===== src/design/nfmt_pkg.sv =====
package nfmt_pkg;

  // default geometry of the table
  localparam int ENTRIES_DEF  = 16;
  localparam int SUBFLOWS_DEF = 4;

  // request opcodes
  localparam logic [1:0] OP_SET    = 2'd0;
  localparam logic [1:0] OP_REMOVE = 2'd1;
  localparam logic [1:0] OP_GET    = 2'd2;

  // response status codes
  localparam logic [2:0] ST_OK       = 3'd0;
  localparam logic [2:0] ST_CONFLICT = 3'd1;
  localparam logic [2:0] ST_DUP      = 3'd2;
  localparam logic [2:0] ST_FULL     = 3'd3;
  localparam logic [2:0] ST_MISS     = 3'd4;
  localparam logic [2:0] ST_DISABLED = 3'd5;

  typedef struct packed {
    logic [1:0]  opcode;
    logic [63:0] auth_key;
    logic [63:0] flow_id;
    logic [31:0] subflow_node;
  } req_t;

  typedef struct packed {
    logic [2:0]  status;
    logic [63:0] flow_out;
    logic        entry_freed;
  } rsp_t;

endpackage


===== src/design/nfmt_in_reg.sv =====
module nfmt_in_reg (
  input  logic            clk,
  input  logic            rst,
  input  logic            req_valid,
  output logic            req_stall,
  input  nfmt_pkg::req_t  req_data,
  input  logic            advance,
  output logic            hold_valid,
  output nfmt_pkg::req_t  hold_item
);

  // hold only while the held beat cannot move on
  assign req_stall = hold_valid && !advance;

  // occupancy of the input register
  always_ff @(posedge clk) begin
    if (rst) begin
      hold_valid <= 1'b0;
    end else if (req_valid && !req_stall) begin
      hold_valid <= 1'b1;
    end else if (advance) begin
      hold_valid <= 1'b0;
    end
  end

  // payload capture
  always_ff @(posedge clk) begin
    if (req_valid && !req_stall) begin
      hold_item <= req_data;
    end
  end

endmodule


===== config.mk =====
export PLATFORM = sky130hd
export DESIGN_NAME = nfmt_in_reg
export DESIGN_NICKNAME = d
export VERILOG_FILES = /design/src/design/nfmt_pkg.sv /design/src/design/nfmt_in_reg.sv
export SDC_FILE = /design/constraint.sdc
export NUM_CORES = 1
export LEC_CHECK = 0
export ABC_AREA = 0
export BUFFER_PORTS_ARGS = -buffer_cell sky130_fd_sc_hd__buf_2
export CORE_MARGIN = 8
export CORE_UTILIZATION = 30
export DETAILED_ROUTE_END_ITERATION = 10
export PLACE_DENSITY = 0.57
export SETUP_SLACK_MARGIN = 0.05
export SKIP_CTS_REPAIR_TIMING = 1
export SLEW_MARGIN = 20
export SYNTH_ARGS = -nofsm -noshare
export SYNTH_HDL_FRONTEND = slang
export SYNTH_SLANG_ARGS = --single-unit

===== constraint.sdc =====
create_clock -name clk -period 23.2 [get_ports clk]
set_input_delay 3.48 -clock clk [delete_from_list [all_inputs] [get_ports clk]]
set_output_delay 3.48 -clock clk [all_outputs]
set_load 0.1 [all_outputs]

==> out/summary.log <==
qor: run_status.status completed
qor: synth.synth_seq_area_share 99.4%
qor: global_route.grt_remaining_overflow 0
qor: global_route.grtUsageTotal 12.6%
qor: synth.ys_warn_count 0
qor: final_layout.number_of_standard_cells_in_the_final_layout_excluding_fillers 747
qor: power.power_frac_seq 43.1%
qor: setup_path.worst-setup-path-type in2out
qor: power.netSwitchingFraction 31.1%
qor: power.p_per_area 108 nW/µm²
qor: clock_network.clk_pin_slew_worst_paths 0.06 ns
qor: setup_path.setup.worst_path.end_class output port
qor: power.finalPower 0.810 mW
qor: clock_network.h-tree-depth 4
qor: hold_path.min-delay-path-class reg2reg
qor: setup_path.worstPathRequired 19.72 ns
qor: setup_path.crit_path_max_fanout 3
qor: placed_design.gpl.final_weighted_congestion 0.770
qor: die.chipHeight 144 µm
qor: synth.yosysUniqueCellTypes 5
qor: synth.synth_fp_nets 332
qor: die.design.core.area 15900 µm²
qor: power.clockPowerShare 37.3%
qor: drt.vias_per_cell 4.04
qor: clock_network.tritoncts.num_buffers 17
qor: die.row_count 46
qor: drt.drt_iter0_drc 115
qor: placed_design.place.port_buffers 329
qor: clock_network.max-clock-path-buffers 2
qor: drt.vias 3015
qor: final_layout.layout_commonest_cell sky130_fd_sc_hd__buf_2
qor: clock_network.cts_root_buf sky130_fd_sc_hd__clkbuf_16
qor: synth.post_synth_instance_area 4910 µm²
qor: timing.worstMarginPinSlew 1.00 ns
qor: global_route.antenna_found_initial 3
qor: drt.ant_nets 0
qor: global_route.grt_pass1_vias 3333
qor: timing.final.setup.tns 0 ns
qor: global_route.grt_first_pass_wirelength 19000 µm
qor: setup_path.critPathLaunchType input pin
qor: timing.layout_worst_path_cycle_share 33.1%
qor: timing.rsz_0062_raised_after_global_routing no
qor: power.vdd.ir_drop.worst 0.0000575 V
qor: setup_path.critPathArrivalTime 4.19 ns
qor: global_route.grt_start_max_net_pins 81
qor: placed_design.dp_hpwl 11000 µm
qor: timing.worst_clock_skew 0.00722 ns
qor: die.dieWidth 144 µm
qor: final_layout.mostFrequentLayoutCells sky130_fd_sc_hd__buf_2 (329), sky130_fd_sc_hd__edfxtp_1 (162), sky130_fd_sc_hd__clkbuf_16 (17)
qor: die.ios 330
qor: timing.finalHoldViolations 0
qor: job.drv.max_cap_violation_count 0
qor: global_route.globalRoute.busiestLayer met2
qor: timing.report.final.setup_viol 0
qor: die.starting_density_of_the_core 30.8%
qor: final_layout.finalInstanceArea 7500 µm²
qor: drt.drcViolationCount 0
qor: placed_design.place_inst 713
qor: power.internal_power_summed_over_all_cells 0.558 mW
qor: final_layout.nets 682
qor: power.power_switching 0.252 mW
qor: synth.yosys_register_bits 163
qor: placed_design.dpl-instance-area 6850 µm²
qor: clock_network.cts_num_sinks 163
qor: synth.avgSynthCellArea 29.6 µm²
qor: global_route.use_met1 11.5%
qor: die.dieArea 20700 µm²
qor: global_route.met3_usage 6.82%
qor: drt.routed_wl 13800 µm
qor: timing.maxSlewHeadroom 33.0%
qor: timing.final_period_minus_worst_setup_slack 7.67 ns
qor: power.power.combinational.fraction 19.6%
qor: clock_network.clkLatencyLatePin 0.40 ns
qor: timing.report.final.slew_viol_count 0
qor: timing.max_freq 130 MHz
qor: final_layout.fill_cells 1428
qor: drt.drt_first_pass_iters 4
qor: power.p_leak 3.21 nW
qor: final_layout.areaGrowthSynthToFinish 52.6%
qor: global_route.grt_use_met2 22.6%
qor: drt.wirelength_per_cell 18.5 µm
qor: final_layout.post_route_cells_drive_above_1_share 68.4%
qor: synth.synthCells 166
qor: clock_network.tritoncts yes
[area by class of cell]
type,instances,area [µm²],area share [%]
clock buffers,20,437,5.82
clock inverters,12,205,2.74
diodes,2,5.00,0.0667
well taps,216,270,3.60
flip-flops and latches,163,4880,65.1
repair buffers,331,1660,22.2
multi-input cells,3,37.5,0.500
[power by group through the flow]
stage	clock network, mW	logic, mW	registers, mW
CTS	0.311	0.160	0.349
detailed placement	0	0.160	0.355
global placement	0	0.159	0.354
finish	0.302	0.159	0.349
floorplan	0	0.00596	0.480
global route	0.320	0.163	0.350
[cell families (layout without fill, tap and decap cells)]
logic type             count (synthesis)  count (layout)  synth area share (%)
AO/OA/AOI/OAI                          1               1                 0.204
buffers and inverters                  0             363                     0
flip-flops                           163             163                  99.4
other                                  0               2                     0
AND/OR/NAND/NOR                        2               2                 0.407
[worst max-delay path, cell delays in order]
cell and delay [ns]:
sky130_fd_sc_hd__buf_2 0.11, sky130_fd_sc_hd__nor2b_4 0.15, sky130_fd_sc_hd__buf_2 0.45
[final timing paths]
check | from | to | slack (ns) | cells after the start
hold reg to reg | hold_valid$_SDFFE_PP0P_ | hold_valid$_SDFFE_PP0P_ | 0.67 | 2
hold / removal | hold_valid$_SDFFE_PP0P_ | hold_valid$_SDFFE_PP0P_ | 0.67 | 2
setup / recovery | advance | req_stall | 15.53 | 3
setup reg to reg | hold_valid$_SDFFE_PP0P_ | hold_item[10]$_DFFE_PP_ | 21.32 | 3
[stage by stage]
stage | util, % | hold slack (ns) | worst slack [ns]
finish | 47.0 | 0.674 | 15.53
global route | 47.0 | 0.699 | 15.50
CTS | 47.0 | 0.682 | 15.52
detailed placement | 43.0 | 0.672 | 15.52
global placement | 43.0 | 0.625 | 15.54
floorplan | - | 1.25 | 11.78
[cells in the mapped netlist]
| cell type | instances | share of area [%] |
|---|---|---|
| sky130_fd_sc_hd__nor2b_4 | 1 | 0.28 |
| sky130_fd_sc_hd__dfxtp_1 | 1 | 0.41 |
| sky130_fd_sc_hd__edfxtp_1 | 162 | 99 |
| sky130_fd_sc_hd__nor2b_1 | 1 | 0.13 |
| sky130_fd_sc_hd__o21ba_1 | 1 | 0.20 |
[layer usage]
metal	vias up	share of wire [%]
met5	-	0.20
met4	4	1.7
met3	19	14
met2	197	52
met1	1415	32
li1	1380	-
[flip-flops by register name, summed over array words and instances (netlist names)]
name and flops:
hold_valid 1, hold_item 162
Note: power is estimated with default switching activity, not from simulation.
