File: src/design/nfmt_pkg.sv
package nfmt_pkg;

  // default geometry of the table
  localparam int ENTRIES_DEF  = 16;
  localparam int SUBFLOWS_DEF = 4;

  // request opcodes
  localparam logic [1:0] OP_SET    = 2'd0;
  localparam logic [1:0] OP_REMOVE = 2'd1;
  localparam logic [1:0] OP_GET    = 2'd2;

  // response status codes
  localparam logic [2:0] ST_OK       = 3'd0;
  localparam logic [2:0] ST_CONFLICT = 3'd1;
  localparam logic [2:0] ST_DUP      = 3'd2;
  localparam logic [2:0] ST_FULL     = 3'd3;
  localparam logic [2:0] ST_MISS     = 3'd4;
  localparam logic [2:0] ST_DISABLED = 3'd5;

  typedef struct packed {
    logic [1:0]  opcode;
    logic [63:0] auth_key;
    logic [63:0] flow_id;
    logic [31:0] subflow_node;
  } req_t;

  typedef struct packed {
    logic [2:0]  status;
    logic [63:0] flow_out;
    logic        entry_freed;
  } rsp_t;

endpackage

File: src/design/nfmt_out_reg.sv
module nfmt_out_reg (
  input  logic            clk,
  input  logic            rst,
  input  logic            load,
  input  nfmt_pkg::rsp_t  result,
  output logic            rsp_valid,
  input  logic            rsp_stall,
  output nfmt_pkg::rsp_t  rsp_data
);

  // occupancy of the result register
  always_ff @(posedge clk) begin
    if (rst) begin
      rsp_valid <= 1'b0;
    end else if (load) begin
      rsp_valid <= 1'b1;
    end else if (!rsp_stall) begin
      rsp_valid <= 1'b0;
    end
  end

  // payload capture
  always_ff @(posedge clk) begin
    if (load) begin
      rsp_data <= result;
    end
  end

endmodule

File: config.mk
export PLATFORM = sky130hd
export DESIGN_NAME = nfmt_out_reg
export DESIGN_NICKNAME = d
export VERILOG_FILES = /design/src/design/nfmt_pkg.sv /design/src/design/nfmt_out_reg.sv
export SDC_FILE = /design/constraint.sdc
export NUM_CORES = 1
export LEC_CHECK = 0
export BUFFER_PORTS_ARGS = -buffer_cell sky130_fd_sc_hd__buf_2
export CORE_UTILIZATION = 42
export CTS_BUF_LIST = sky130_fd_sc_hd__clkbuf_8
export CTS_CLUSTER_DIAMETER = 50
export DETAILED_ROUTE_END_ITERATION = 10
export MAX_ROUTING_LAYER = met4
export PLACE_DENSITY_LB_ADDON = 0.08
export SKIP_LAST_GASP = 1
export SYNTH_ARGS = -nofsm -noshare
export SYNTH_HDL_FRONTEND = slang
export SYNTH_SLANG_ARGS = --single-unit
export TNS_END_PERCENT = 5
File: constraint.sdc
create_clock -name clk -period 0.8 [get_ports clk]
set_clock_uncertainty 0.2 [all_clocks]
set_input_delay 0 -clock clk [delete_from_list [all_inputs] [get_ports clk]]
set_output_delay 0 -clock clk [all_outputs]
set_load 0.01 [all_outputs]
==> reports/summary.md <==
In this run, synthesis produced a sequential element count of 69. The worst-case setup margin in the final layout is -0.259 ns. The minimum clock period after layout came out at 1.06 ns. The tools report the initial antenna violation count as 0. The critical path goes through buf_2. After detailed routing, the number of vias per cell comes to 4.22. In this run the remaining antenna-violating nets after routing total 0. The critical path buffer and inverter count is 1.

The largest voltage drop on the vdd net is 1.82 mV. The run finished, with violations left. Cell type of the slowest stage on the worst timing path: edfxtp_1. A synthesized cell averages 29.2 sq um. The number of cells on the worst reg-to-reg path came out at 2. The worst register-to-register path begins at rsp_valid. For this configuration, the core starts out at a cell density of 43.8%. Setup violations remaining at the end of the flow were counted as 74. After detailed routing, the total wire length is 5120 um.

The tools report the number of buffers created by CTS as 9. Sorting the synthesized cells by area gives the leading types as edfxtp_1 (99%), dfxtp_1 (0.97%), a21oi_1 (0.24%). For the total global routing overflow, the log shows 0.

Entering global routing, the biggest net connects 39 pins. Clock-pin slew was measured on the worst setup and hold paths at 0.07 ns. Ranked by instance count, the synthesized netlist is headed by edfxtp_1 (68), a21oi_1 (1), dfxtp_1 (1), nor2_1 (1). For the clock latency on the worst-skew pair, the log shows 0.31 ns. The net count after synthesis is 143, and the register area share after synthesis is 99.6%. After routing the design area is 3740 sq um. The combined area of all synthesized cells was 2070 sq um; the number of synthesized flops with an enable pin was 68.

The cell count after synthesis came out at 71. The global router's overall resource usage was 20.5%. The worst setup path is of the reg2out kind.

TritonCTS built the clock tree. The worst hold path terminates at rsp_data[57]. The gate family responsible for the most delay along the worst path was flip-flops. The number of global-route vias before repair came out at 1603. The die extent in x works out to 72.2 um.

The HPWL reported at the end of detailed placement was 2720 um. In this run the vertical extent of the chip is 72.2 um. The largest total area in the synthesized netlist belongs to edfxtp_1. Cells fill 79.3% of the core in the end. The total power density per cell area is 2000 nW/um^2.

The tools report the count of different cell masters after synthesis as 4. The hold buffer count at cts is 70, and the number of violations reported at the end of detailed-routing iteration 0 is 98. No sink is reached through more buffers than the 2 on the longest clock path.

The tools report the standby leakage power as 1.62 nW. Most instantiated flip-flop cell in the synthesis netlist: edfxtp_1. In this run the clock root is driven by a clkbuf_8. STA classifies the critical path startpoint as a flip-flop. Across the run, the number of max-cap violations was 0.

The endpoint identified for the worst register-to-register timing path is rsp_valid. For the worst setup path, the data arrival time is 0.86 ns. The post-route DRC violation count was 0.

TritonCTS sink count: 69. After detailed routing, the average wire length per cell comes to 14.0 um. The class of the tightest hold or removal check is in2reg. The hold violation total from the final report came out at 47. The logs give 25 for the placement row count and 0 for the number of warnings reported in the yosys synthesis log. For this run, the slowest stage of the critical path takes 0.39 ns. The worst hold path was traced through 2 stages. STA puts the critical path data required time at 0.60 ns. Core area: 4720 sq um. The number of optimization iterations in the first detailed-route pass was 4; the number of placed I/O pins was 141.

The max-slew violation count was 0; the actual slew at the worst max-slew pin was 0.201 ns. The number of stages on the worst setup path is 1, and the tightest hold margin is -0.0246 ns. After clock tree synthesis, the repair step resized 0 gates.

Most frequent cell after synthesis: edfxtp_1. The layout overhead on the synthesized area is 80.8%, and the share of async-settable or async-resettable flops after synthesis is 0%. The total placed instance area was 2900 sq um; the wire length of the first global-routing pass was 7300 um. The fraction of final layout cells with drive strength greater than 1 was 51.0%. The final reports fail on negative hold slack, negative setup slack.

The biggest fanout along the worst timing path was 1. During placement, the flow inserted port buffers numbering 140. For this run, the top clock speed supported by timing is 944 MHz. The number of antenna diodes in the final layout is 0.

After layout, the worst path uses 132% of the clock period. The number of setup buffers added after CTS is 0. Across all register-to-register paths, the minimum setup slack is 0.01 ns. Routability-driven placement finished with a final weighted congestion of 0.712.

Headroom to the max-slew limit came out at 86.6%. The via count was 1539; the area share of the leading cell type in the synthesized netlist was 98.6%. In this run the most critical hold path is launched from load. The clock tree synthesis step divided the H-tree into 3 levels.

Setup repair after global routing could not meet its margin everywhere. The floorplan step defined a die boundary enclosing 5220 sq um. The tools report the endpoint kind of the worst setup timing path as a primary output. At the end of the flow, the number of nets in the layout was 366.
[state kept, by name (all words and copies together) (netlist names)]
name       cells
rsp_valid      1
rsp_data      68
[worst register-to-register path: stages (launching register included)]
cell and delay (ns):
dfxtp_1 0.31, a21oi_1 0.12, nor2_1 0.06
[stage by stage]
| stage | hold slack (ns) | total power, W | instances | worst slack (ns) | TNS, ns |
|---|---|---|---|---|---|
| after global routing | -0.0364 | 0.00778 | 365 | -0.305 | -18.40 |
| after detailed placement | -0.0421 | 0.00510 | 280 | -0.0962 | -5.54 |
| final | -0.0246 | 0.00748 | 365 | -0.259 | -15.08 |
| after CTS | -0.0398 | 0.00750 | 365 | -0.267 | -15.84 |
| after global placement | -0.0439 | 0.00508 | 280 | -0.0807 | -4.47 |
| after floorplan | -0.128 | 0.00460 | 71 | 0.0106 | 0 |
[worst max path at each step]
stage                       startpoint      endpoint  slack, ns
final                     rsp_data[11]  rsp_data[11]      -0.26
after global routing      rsp_data[47]  rsp_data[47]      -0.31
after CTS                 rsp_data[10]  rsp_data[10]      -0.27
after detailed placement          load  rsp_data[40]       -0.1
after global placement            load  rsp_data[29]      -0.08
after floorplan              rsp_valid     rsp_valid       0.01
[where the power goes]
| part | switching [W] | leakage, nW | total (W) | internal, W |
|---|---|---|---|---|
| registers | 0.0000671 | 0.674 | 0.00435 | 0.00429 |
| logic | 0.000418 | 0.866 | 0.000960 | 0.000541 |
| clock network | 0.00112 | 0.0840 | 0.00216 | 0.00105 |
| total | 0.00160 | 1.62 | 0.00748 | 0.00587 |
[metal layers]
metal | vias up | track usage, % | wire, um
met1 | 717 | 20.0 | 1850
met5 | - | - | 0
met2 | 86 | 37.5 | 2850
li1 | 732 | - | -
met4 | 0 | 9.37 | 43
met3 | 4 | 5.69 | 377
[logic make-up after synthesis]
logic type / share of synthesized area (%)
flops: 99.6
simple gates: 0.181
compound gates: 0.241
[cells in the final DEF, fill, tap and decap left out, drive strengths merged]
cell,n
dlygate4sd3,70
clkbuf,9
inv,2
a21oi,1
buf,142
dfxtp,1
nor2,1
edfxtp,68
clkinv,4
[cell type report]
class,instances,area [sq um]
Clock buffer,9,124
Sequential cell,69,2060
Tap cell,67,83.8
Fill cell,272,980
Timing Repair Buffer,212,1440
Clock inverter,6,23.8
Multi-Input combinational cell,2,8.76
Note: power is estimated with default switching activity, not from simulation.
